--- src/rtl/tpds_pkg.sv ---
// Shared types and constants for the torus point depth shader.
// Holds register indices, reset values, multiplier program codes and the
// command and status structs between controller and datapath. No dependencies.
`default_nettype none

package tpds_pkg;

    localparam int SCREEN_WIDTH_DEF  = 32;
    localparam int SCREEN_HEIGHT_DEF = 32;

    localparam int CFG_NUM = 8;
    localparam int CFG_IW  = 3;
    localparam int CFG_DW  = 16;

    localparam logic [CFG_IW-1:0] REG_COS_A = 3'd0;
    localparam logic [CFG_IW-1:0] REG_SIN_A = 3'd1;
    localparam logic [CFG_IW-1:0] REG_COS_B = 3'd2;
    localparam logic [CFG_IW-1:0] REG_SIN_B = 3'd3;
    localparam logic [CFG_IW-1:0] REG_TUBE  = 3'd4;
    localparam logic [CFG_IW-1:0] REG_RING  = 3'd5;
    localparam logic [CFG_IW-1:0] REG_VIEW  = 3'd6;
    localparam logic [CFG_IW-1:0] REG_PROJ  = 3'd7;

    localparam logic [CFG_DW-1:0] CFG_RESET [CFG_NUM] = '{
        16'd16384, 16'd0, 16'd16384, 16'd0, 16'd4096, 16'd8192, 16'd20480, 16'd4800
    };

    // Luminance is Q.14; ramp index is lum >> 11, capped at the top step.
    localparam int LUM_SHIFT = 11;
    localparam int LEVEL_TOP = 11;

    typedef logic [4:0] t_op;

    // Multiplier program, issued in this order for a plot word.
    localparam t_op OP_CX    = 5'd0;
    localparam t_op OP_CY    = 5'd1;
    localparam t_op OP_SASB  = 5'd2;
    localparam t_op OP_SACB  = 5'd3;
    localparam t_op OP_M2    = 5'd4;
    localparam t_op OP_N2    = 5'd5;
    localparam t_op OP_M1    = 5'd6;
    localparam t_op OP_N1    = 5'd7;
    localparam t_op OP_M1ACC = 5'd8;
    localparam t_op OP_N1ACC = 5'd9;
    localparam t_op OP_U     = 5'd10;
    localparam t_op OP_V     = 5'd11;
    localparam t_op OP_W     = 5'd12;
    localparam t_op OP_Q     = 5'd13;
    localparam t_op OP_LUM0  = 5'd14;
    localparam t_op OP_LUM1  = 5'd15;
    localparam t_op OP_LUM2  = 5'd16;
    localparam t_op OP_WACC  = 5'd17;
    localparam t_op OP_ZT    = 5'd18;
    localparam t_op OP_LUM3  = 5'd19;
    localparam t_op OP_Z0    = 5'd20;
    localparam t_op OP_Z1    = 5'd21;
    localparam t_op OP_XS    = 5'd22;
    localparam t_op OP_X     = 5'd23;
    localparam t_op OP_YS    = 5'd24;
    localparam t_op OP_Y     = 5'd25;
    localparam t_op OP_KZ    = 5'd26;
    localparam t_op OP_PX    = 5'd27;
    localparam t_op OP_PY    = 5'd28;

    typedef struct packed {
        logic load;          // capture input word
        logic res_clr;       // clear pending result
        logic op_vld;        // issue a multiply
        t_op  op;
        logic div_init;
        logic div_step;
        logic sat;           // reciprocal saturates
        logic clr;           // one step of the clearing sweep
        logic rd_pix;        // read stores at the requested pixel
        logic wr_pix_clear;  // return level and blank the requested pixel
        logic rd_plot;       // read depth at the projected pixel
        logic wr_plot;       // depth test and store
        logic out_load;      // move result to output register
    } t_cmd;

    typedef struct packed {
        logic clr_last;
        logic lum_pos;
        logic z_pos;
        logic z_small;
        logic onscreen;
    } t_sts;

endpackage

`default_nettype wire

--- src/rtl/tpds_ctrl.sv ---
// Controller: sequences the clearing sweep, read words and the plot program,
// and owns the stream handshakes. Depends on tpds_pkg.
`default_nettype none

module tpds_ctrl
    import tpds_pkg::*;
(
    input  wire    i_clk,
    input  wire    i_rst_n,
    input  wire    i_s_valid,
    input  wire    i_s_opcode,
    output logic   o_s_ready,
    output logic   o_m_valid,
    input  wire    i_m_ready,
    output t_cmd   o_cmd,
    input  t_sts   i_sts
);

    localparam logic [3:0] S_CLEAR = 4'd0;
    localparam logic [3:0] S_IDLE  = 4'd1;
    localparam logic [3:0] S_RD    = 4'd2;
    localparam logic [3:0] S_RDW   = 4'd3;
    localparam logic [3:0] S_MUL   = 4'd4;
    localparam logic [3:0] S_MWAIT = 4'd5;
    localparam logic [3:0] S_TEST  = 4'd6;
    localparam logic [3:0] S_DIV   = 4'd7;
    localparam logic [3:0] S_KZ    = 4'd8;
    localparam logic [3:0] S_KZW   = 4'd9;
    localparam logic [3:0] S_PX    = 4'd10;
    localparam logic [3:0] S_PY    = 4'd11;
    localparam logic [3:0] S_PW    = 4'd12;
    localparam logic [3:0] S_POS   = 4'd13;
    localparam logic [3:0] S_CMP   = 4'd14;
    localparam logic [3:0] S_DONE  = 4'd15;

    logic [3:0] r_state, n_state;
    t_op        r_op, n_op;
    logic [3:0] r_cnt, n_cnt;
    logic       r_m_valid, n_m_valid;
    logic       out_free;

    assign out_free  = !r_m_valid || i_m_ready;
    assign o_s_ready = r_state == S_IDLE;
    assign o_m_valid = r_m_valid;

    always_comb begin
        n_state   = r_state;
        n_op      = r_op;
        n_cnt     = r_cnt;
        n_m_valid = r_m_valid && !i_m_ready;
        o_cmd     = '0;
        unique case (r_state)
            S_CLEAR: begin
                o_cmd.clr = 1'b1;
                if (i_sts.clr_last) n_state = S_IDLE;
            end
            S_IDLE: begin
                if (i_s_valid) begin
                    o_cmd.load    = 1'b1;
                    o_cmd.res_clr = 1'b1;
                    n_op          = OP_CX;
                    n_state       = i_s_opcode ? S_RD : S_MUL;
                end
            end
            S_RD: begin
                o_cmd.rd_pix = 1'b1;
                n_state      = S_RDW;
            end
            S_RDW: begin
                o_cmd.wr_pix_clear = 1'b1;
                n_state            = S_DONE;
            end
            S_MUL: begin
                o_cmd.op_vld = 1'b1;
                o_cmd.op     = r_op;
                if (r_op == OP_Y) n_state = S_MWAIT;
                else              n_op    = r_op + 5'd1;
            end
            S_MWAIT: n_state = S_TEST;
            S_TEST: begin
                if (i_sts.lum_pos && i_sts.z_pos) begin
                    if (i_sts.z_small) begin
                        o_cmd.sat = 1'b1;
                        n_state   = S_KZ;
                    end else begin
                        o_cmd.div_init = 1'b1;
                        n_cnt          = '0;
                        n_state        = S_DIV;
                    end
                end else begin
                    n_state = S_DONE;
                end
            end
            S_DIV: begin
                o_cmd.div_step = 1'b1;
                n_cnt          = r_cnt + 4'd1;
                if (r_cnt == 4'd15) n_state = S_KZ;
            end
            S_KZ: begin
                o_cmd.op_vld = 1'b1;
                o_cmd.op     = OP_KZ;
                n_state      = S_KZW;
            end
            S_KZW: n_state = S_PX;
            S_PX: begin
                o_cmd.op_vld = 1'b1;
                o_cmd.op     = OP_PX;
                n_state      = S_PY;
            end
            S_PY: begin
                o_cmd.op_vld = 1'b1;
                o_cmd.op     = OP_PY;
                n_state      = S_PW;
            end
            S_PW: n_state = S_POS;
            S_POS: begin
                if (i_sts.onscreen) begin
                    o_cmd.rd_plot = 1'b1;
                    n_state       = S_CMP;
                end else begin
                    n_state = S_DONE;
                end
            end
            S_CMP: begin
                o_cmd.wr_plot = 1'b1;
                n_state       = S_DONE;
            end
            S_DONE: begin
                if (out_free) begin
                    o_cmd.out_load = 1'b1;
                    n_m_valid      = 1'b1;
                    n_state        = S_IDLE;
                end
            end
            default: n_state = S_IDLE;
        endcase
    end

    always_ff @(posedge i_clk) begin
        if (!i_rst_n) begin
            r_state   <= S_CLEAR;
            r_op      <= OP_CX;
            r_cnt     <= '0;
            r_m_valid <= 1'b0;
        end else begin
            r_state   <= n_state;
            r_op      <= n_op;
            r_cnt     <= n_cnt;
            r_m_valid <= n_m_valid;
        end
    end

endmodule

`default_nettype wire

--- config.mk ---
export PLATFORM = sky130hd
export DESIGN_NAME = tpds_ctrl
export DESIGN_NICKNAME = d
export VERILOG_FILES = /design/src/rtl/tpds_pkg.sv /design/src/rtl/tpds_ctrl.sv
export SDC_FILE = /design/constraint.sdc
export NUM_CORES = 1
export LEC_CHECK = 0
export ABC_AREA = 1
export BUFFER_PORTS_ARGS = -buffer_cell sky130_fd_sc_hd__buf_2
export CORE_MARGIN = 2
export CORE_UTILIZATION = 34
export CTS_CLUSTER_SIZE = 8
export DETAILED_ROUTE_END_ITERATION = 16
export PLACE_DENSITY = 0.62
export SETUP_SLACK_MARGIN = 0.15
export SLEW_MARGIN = 25
export SYNTH_ARGS = -nofsm -noshare
export SYNTH_HDL_FRONTEND = slang
export SYNTH_SLANG_ARGS = --single-unit
--- constraint.sdc ---
create_clock -name i_clk -period 1.7 [get_ports i_clk]
set_input_delay 0.255 -clock i_clk [delete_from_list [all_inputs] [get_ports i_clk]]
set_output_delay 0.255 -clock i_clk [all_outputs]
set_load 0.01 [all_outputs]
======== Word level (Yosys, flattened, before mapping) ========
Cells that the tools add are included.
word-level totals
  word-level logic and storage cells ...... 79
  output and inout bits ................... 19
  input port bits ......................... 10
  bits in registers ....................... 14
operators by class
  mux-type cells .......................... 36
  reductions and logical operators ........ 12
  $add $sub $neg .......................... 2
  eq/ne operators ......................... 25
operator list
  kind                   count
  $pmux W4 S15           1
  $eq A4 B4 Y1 const B   9
  $mux W4                9
  $pmux W6 S4            1
  $mux W1                18
  $eq A4 B3 Y1 const B   4
  $ne A2 B2 Y1 const B   8
  $mux W5                2
  $pmux W5 S2            1
  $eq A4 B2 Y1 const B   2
  $pmux W4 S2            1
  $reduce_and A3 Y1      2
  $add A5 B1 Y5 const B  1
  $eq A5 B5 Y1 const B   1
  $reduce_and A5 Y1      1
  $add A4 B1 Y4 const B  1
  $eq A4 B1 Y1 const B   1
  $logic_not A4 Y1       1
  $mux W2                2
  $reduce_bool A2 Y1     2
  $mux W3                1
  $logic_and A1 B1 Y1    2
  $logic_not A1 Y1       2
  $reduce_or A2 Y1       1
  $logic_or A1 B1 Y1     1

======== Logic depth before layout (Yosys ltp) ========
Gate-level depths: netlist (run 1).
  word-level depth ........................ 4
  depth in mapped cells ................... 10
  depth with buffers taken out ............ 10

======== Least setup slack after synthesis (run 1) ========
OpenSTA, ideal clock, no wires.
  path type ............................... register to output
  start ................................... reg r_state[2]
  end ..................................... out o_cmd[10] in the netlist's numbering
  path buffers ............................ 0
  arrival time ............................ 1.048 ns
  setup slack ............................. 0.397 ns
  cell stages (with the launch flop) ...... 5
  path through ............................ dfxtp_1 > nand2_2 > nor2_4 > inv_2 > o21ai_0
RTL lines
  what                      line              text
  start: declaration        tpds_ctrl.sv:36   logic [3:0] r_state, n_state;
  start signal: assignment  tpds_ctrl.sv:146  r_state <= n_state;
  end: declaration          tpds_ctrl.sv:15   output t_cmd o_cmd,

==> results.sh, run 1 <==
export IMPL_wirelength_um=2810
export IMPL_clock_sinks=14
export IMPL_powerDensity_nw_per_um2=1240
export IMPL_maxCapViolations=0
export IMPL_drc_errors=0
export IMPL_rows=20
export IMPL_first_global_vias=1017
export IMPL_slew_viol_final=0
export IMPL_postSynthAreaPerCell_um2=5.79
export IMPL_n_antenna_cell=0
export IMPL_ios=29
export IMPL_routedWlPerCell_um=10.4
export IMPL_cp_max_fo=8
export IMPL_clock_latency_ns=0.28
export IMPL_drt_initial_drc_count=42
export IMPL_drive_gt1_frac=0.302
export IMPL_antenna_left=0
export IMPL_grt_antenna_before_repair=0
export IMPL_vias=1258
export IMPL_hpwlAfterDp_um=2280
export IMPL_grt_start_max_net_pins=10
export IMPL_fin_crit_ns=1.53
export IMPL_synth_top_area_frac=0.256
export IMPL_synth_nets=202
export IMPL_cts_tree="yes"
export IMPL_irDropWorstVdd_v=0.000500
export IMPL_cp_required_ns=1.44
export IMPL_tns_ns=0
export IMPL_die_x_um=60.7
export IMPL_start_util=0.358
export IMPL_slew_headroom=0.831
export IMPL_setup_viol=0
export IMPL_worst_pin_slew_ns=0.253
export IMPL_crit_type="register to output pin"
export IMPL_fin_crit_sh=0.898
export IMPL_ys_seq_area_frac=0.256
export IMPL_synth_cells=189
export IMPL_clockRootBuffer="clkbuf_4"
export IMPL_gr_usage_all_layers=0.159
export IMPL_status="finished clean"
export IMPL_cp_end_kind="output pin"
export IMPL_power_mw=1.77
export IMPL_final_cells=269
export IMPL_crit_arrival_ns=1.27
export IMPL_clock_skew_ns=0.00845
export IMPL_cts_max_level=1
export IMPL_start_kind="register"
export IMPL_routed_via_density=4.68
export IMPL_syn_area_um2=1090
export IMPL_final_common_cell="nand2_1"
export IMPL_numCtsBuffers=3
export IMPL_drtPass1Iterations=4
export IMPL_fmax_mhz=655
export IMPL_synth_area_leaders="dfxtp_1 (26%), nand2_1 (16%), nor2_1 (12%)"
export IMPL_fin_ws_ns=0.173
export IMPL_path_clk_slew_ns=0.07
export IMPL_rsz0062_at_grt="true"
export IMPL_dp_cells=260
export IMPL_power_leakage_nw=0.731
export IMPL_portBuffers=28
export IMPL_dieArea_um2=3690
export IMPL_grt_overflow=0
export IMPL_layout_common_cells="nand2_1 (43), nor2_1 (30), buf_2 (28)"
export IMPL_yosys_warnings=0
export IMPL_synth_cell_type_count=22
export IMPL_die_h_um=60.7
export IMPL_yosysTopAreaCell="dfxtp_1"
export IMPL_nets=240
export IMPL_pre_cts_slack_ns=0.259
export IMPL_ys_seq_elements=14
export IMPL_synthToLayoutAreaGrowth_pct=29.9
export IMPL_gp_congestion=0.954
export IMPL_grt_pass1_wl_um=4360
export IMPL_cts_path_max_buffers=2
export IMPL_hp_class="input port to register"
export IMPL_coreArea_um2=3050
export IMPL_finalHoldViolCount=0
## final cells by class
cell class                      count  area (um^2)
Inverter                           31          126
Tap cell                           44         55.1
Timing Repair Buffer               34          185
Sequential cell                    14          295
Fill cell                         337         1630
Multi-Input combinational cell    143          736
Clock buffer                        3         22.5
## worst max-delay path: stages, from the launching register on
cell,delay (ns)
dfxtp_4,0.37
inv_4,0.08
nand2_4,0.08
nor2_4,0.14
inv_4,0.06
o22ai_1,0.11
buf_2,0.15
## layer usage
| layer | global-route usage | vias to the layer above | share of wire |
|---|---|---|---|
| li1 | - | 672 | - |
| met1 | 0.221 | 540 | 0.50 |
| met2 | 0.233 | 34 | 0.41 |
| met3 | 0.00853 | 12 | 0.043 |
| met4 | 0.115 | 0 | 0.043 |
| met5 | 0 | - | 0 |
## sequential cells by signal, summed over array words and instances, names as in the netlist
register and count:
r_state 4, r_cnt 4, r_op 5, o_m_valid 1
## logic make-up after synthesis
| family | share of synthesized area |
|---|---|
| buf+inv | 0.113 |
| simple gates | 0.484 |
| xor+xnor | 0.00801 |
| fa+ha+maj | 0.0343 |
| compound gates | 0.104 |
| flops | 0.256 |
## cells in the mapped netlist, drive strengths merged
cell type / number
a21oi: 11
and3: 1
buf: 1
dfxtp: 14
ha: 3
inv: 31
nand2: 54
nand3: 15
nand3b: 1
nand4: 2
nor2: 38
nor3: 6
o211ai: 1
o21ai: 9
o22ai: 1
xor2: 1
## what timing repair did
action / in CTS / in global routing
resized for setup: 18 / 14
hold buffers: 0 / 0
setup endpoints to repair: 14 / 13
buffers inserted: 2 / 4
pin swaps: 2 / 3
## worst paths after layout
check | startpoint | end | slack, ns | depth (start not counted)
hold reg to reg | r_cnt[0] | r_cnt[0] | 0.49 | 1
setup reg to reg | r_state[3] | r_state[0] | 0.33 | 10
setup / recovery | r_state[3] | o_cmd[9] | 0.17 | 6
hold / removal | i_rst_n | r_op[0] | 0.26 | 3
## where the power goes
part | total (mW) | switching [mW] | internal (mW)
combinational | 1.08 | 0.677 | 0.404
sequential | 0.505 | 0.0996 | 0.405
clock | 0.183 | 0.100 | 0.0820
## metrics by stage
step | hold WS, ns | utilization | instance area, um^2
6_report | 0.262 | 0.465 | 1420
3_5_place_dp | 0.474 | 0.420 | 1280
3_3_place_gp | 0.470 | 0.420 | 1280
2_1_floorplan | 0.378 | - | 1090
4_1_cts | 0.250 | 0.444 | 1360
5_1_grt | 0.278 | 0.465 | 1420
(Power assumes the default switching activity.)
==> run 2: changes to the inputs <==
--- a/config.mk
+++ b/config.mk
@@ -12,6 +12,7 @@
 export CTS_CLUSTER_SIZE = 8
 export DETAILED_ROUTE_END_ITERATION = 16
 export PLACE_DENSITY = 0.62
+export RECOVER_POWER = 100
 export SETUP_SLACK_MARGIN = 0.15
 export SLEW_MARGIN = 25
 export SYNTH_ARGS = -nofsm -noshare
==> run 2 against run 1 <==
  * Highest routed layer unchanged
  * Clock skew fell by 0.0012 ns
  * Die area unchanged
  * Worst setup slack lost 0.020 ns
  * Hold slack worse by 0.0022 ns
  * First-iteration DRC count fell by 14%
  * Sequential power is 0.8% lower
  * Routed wire length rose by 0.46%
  * Critical endpoint is now o_cmd[16]
  * Clock-buffer cell count stayed put
  * Total power is 3.2% lower
  * Flip-flop and latch count unchanged
==> results.sh, run 2 (same netlist as run 1, synthesis figures left out) <==
export IMPL_clock_latency_ns=0.28
export IMPL_clock_skew_ns=0.00723
export IMPL_cp_required_ns=1.44
export IMPL_cp_end_kind="output pin"
export IMPL_min_to="r_op[0]"
export IMPL_status="finished clean"
export IMPL_fin_crit_ns=1.55
export IMPL_fin_crit_sh=0.910
export IMPL_antenna_left=0
export IMPL_drc_errors=0
export IMPL_synthToLayoutAreaGrowth_pct=25.7
export IMPL_hold_path_depth=3
export IMPL_clock_sinks=14
export IMPL_reg2reg_depth=9
export IMPL_hp_class="input port to register"
export IMPL_clockRootBuffer="clkbuf_4"
export IMPL_wirelength_um=2820
export IMPL_die_x_um=60.7
export IMPL_layout_common_cells="nand2_1 (47), nor2_1 (32), inv_1 (26)"
export IMPL_powerDensity_nw_per_um2=1240
export IMPL_n_antenna_cell=0
export IMPL_cts_tree="yes"
export IMPL_power_mw=1.71
export IMPL_drtPass1Iterations=4
export IMPL_dp_cells=260
export IMPL_setup_viol=0
export IMPL_vias=1256
export IMPL_largest_register="r_op"
export IMPL_rows=20
export IMPL_grt_pass1_wl_um=4360
export IMPL_final_cells=269
export IMPL_slew_viol_final=0
export IMPL_reg2reg_slack_ns=0.20
export IMPL_start_util=0.358
export IMPL_cp_max_fo=7
export IMPL_largest_reg_flops=5
export IMPL_finalHoldViolCount=0
export IMPL_cts_path_max_buffers=2
export IMPL_final_common_cell="nand2_1"
export IMPL_start_kind="register"
export IMPL_routed_via_density=4.67
export IMPL_hold_start="i_rst_n"
export IMPL_cts_max_level=1
export IMPL_slew_headroom=0.767
export IMPL_numCtsBuffers=3
export IMPL_grt_start_max_net_pins=10
export IMPL_gr_usage_all_layers=0.159
export IMPL_drive_gt1_frac=0.218
export IMPL_nets=240
export IMPL_irDropWorstVdd_v=0.000496
export IMPL_crit_type="register to output pin"
export IMPL_gp_congestion=0.954
export IMPL_maxCapViolations=0
export IMPL_reg_largest_list="r_op (5), r_cnt (4), r_state (4)"
export IMPL_portBuffers=28
export IMPL_rr_endpoint="r_state[0]"
export IMPL_die_h_um=60.7
export IMPL_reg2reg_from="r_op[1]"
export IMPL_crit_arrival_ns=1.29
export IMPL_power_leakage_nw=0.680
export IMPL_dieArea_um2=3690
export IMPL_path_clk_slew_ns=0.07
export IMPL_tns_ns=0
export IMPL_placed_cell_area_um2=1280
export IMPL_grt_overflow=0
export IMPL_hpwlAfterDp_um=2280
export IMPL_ios=29
export IMPL_hold_buffers=0
export IMPL_coreArea_um2=3050
export IMPL_design_area_um2=1380
export IMPL_first_global_vias=1017
export IMPL_fmax_mhz=646
export IMPL_grt_antenna_before_repair=0
export IMPL_routedWlPerCell_um=10.5
export IMPL_drt_initial_drc_count=36
export IMPL_fill_cells=351
export IMPL_worst_pin_slew_ns=0.349
export IMPL_rsz0062_at_grt="true"
[run 2: cell count changes in the layout (fill, tap and decap cells not counted), moves of 2 or more]
| cell | before | now |
|---|---|---|
| clkbuf_1 | 0 | 12 |
| nor2_4 | 4 | 2 |
| nor2_1 | 30 | 32 |
| nand2_1 | 43 | 47 |
| buf_2 | 28 | 17 |
| nand2_2 | 8 | 4 |
[run 2: how the worst max path moves through the flow]
stage / to / startpoint / cells past startpoint / slack (ns)
6_report: o_cmd[16] / r_state[2] / 6 / 0.15
5_1_grt: o_cmd[8] / r_state[0] / 6 / 0.06
4_1_cts: o_cmd[10] / r_state[0] / 6 / 0.15
3_5_place_dp: r_cnt[2] / r_state[0] / 8 / 0.26
3_3_place_gp: o_cmd[8] / r_state[0] / 6 / 0.26
2_1_floorplan: o_cmd[10] / r_state[2] / 4 / 0.40
[run 2: power breakdown]
| group | internal, mW | total, mW | switching (mW) |
|---|---|---|---|
| Sequential | 0.405 | 0.501 | 0.0964 |
| Combinational | 0.373 | 1.03 | 0.653 |
| Clock | 0.0820 | 0.183 | 0.101 |
| Total | 0.860 | 1.71 | 0.850 |
[run 2: layout make-up]
type                    instances  area (um^2)  area share
inverters                      31          126      0.0919
flip-flops and latches         14          293       0.213
well taps                      44         55.1      0.0400
multi-input cells             143          711       0.517
repair buffers                 34          168       0.122
clock buffers                   3         22.5      0.0164
[run 2: what timing repair did]
action,in CTS,in global routing
resized for setup,18,14
endpoints found under the setup margin,14,13
hold endpoints to repair,0,0
buffers inserted,2,4
pin swaps,2,3
[run 2: layer usage]
layer  track usage  routed length, um  vias to the layer above
met2         0.233               1190                       33
met3       0.00853                119                       12
met4         0.115                118                        0
met1         0.221               1400                      538
li1              -                  -                      673
met5             0                  0                        -
[run 2: worst max-delay path, cell delays in order, from the launching register on]
cell	delay, ns
dfxtp_4	0.38
inv_2	0.09
nand2_2	0.09
nor2_4	0.13
nand2_1	0.12
inv_1	0.09
buf_2	0.13
[run 2: metrics by stage]
stage	util	worst slack, ns	hold slack, ns
finish	0.450	0.152	0.260
floorplan	-	0.397	0.378
CTS	0.444	0.151	0.250
global placement	0.420	0.256	0.470
global route	0.450	0.0555	0.278
detailed placement	0.420	0.259	0.474
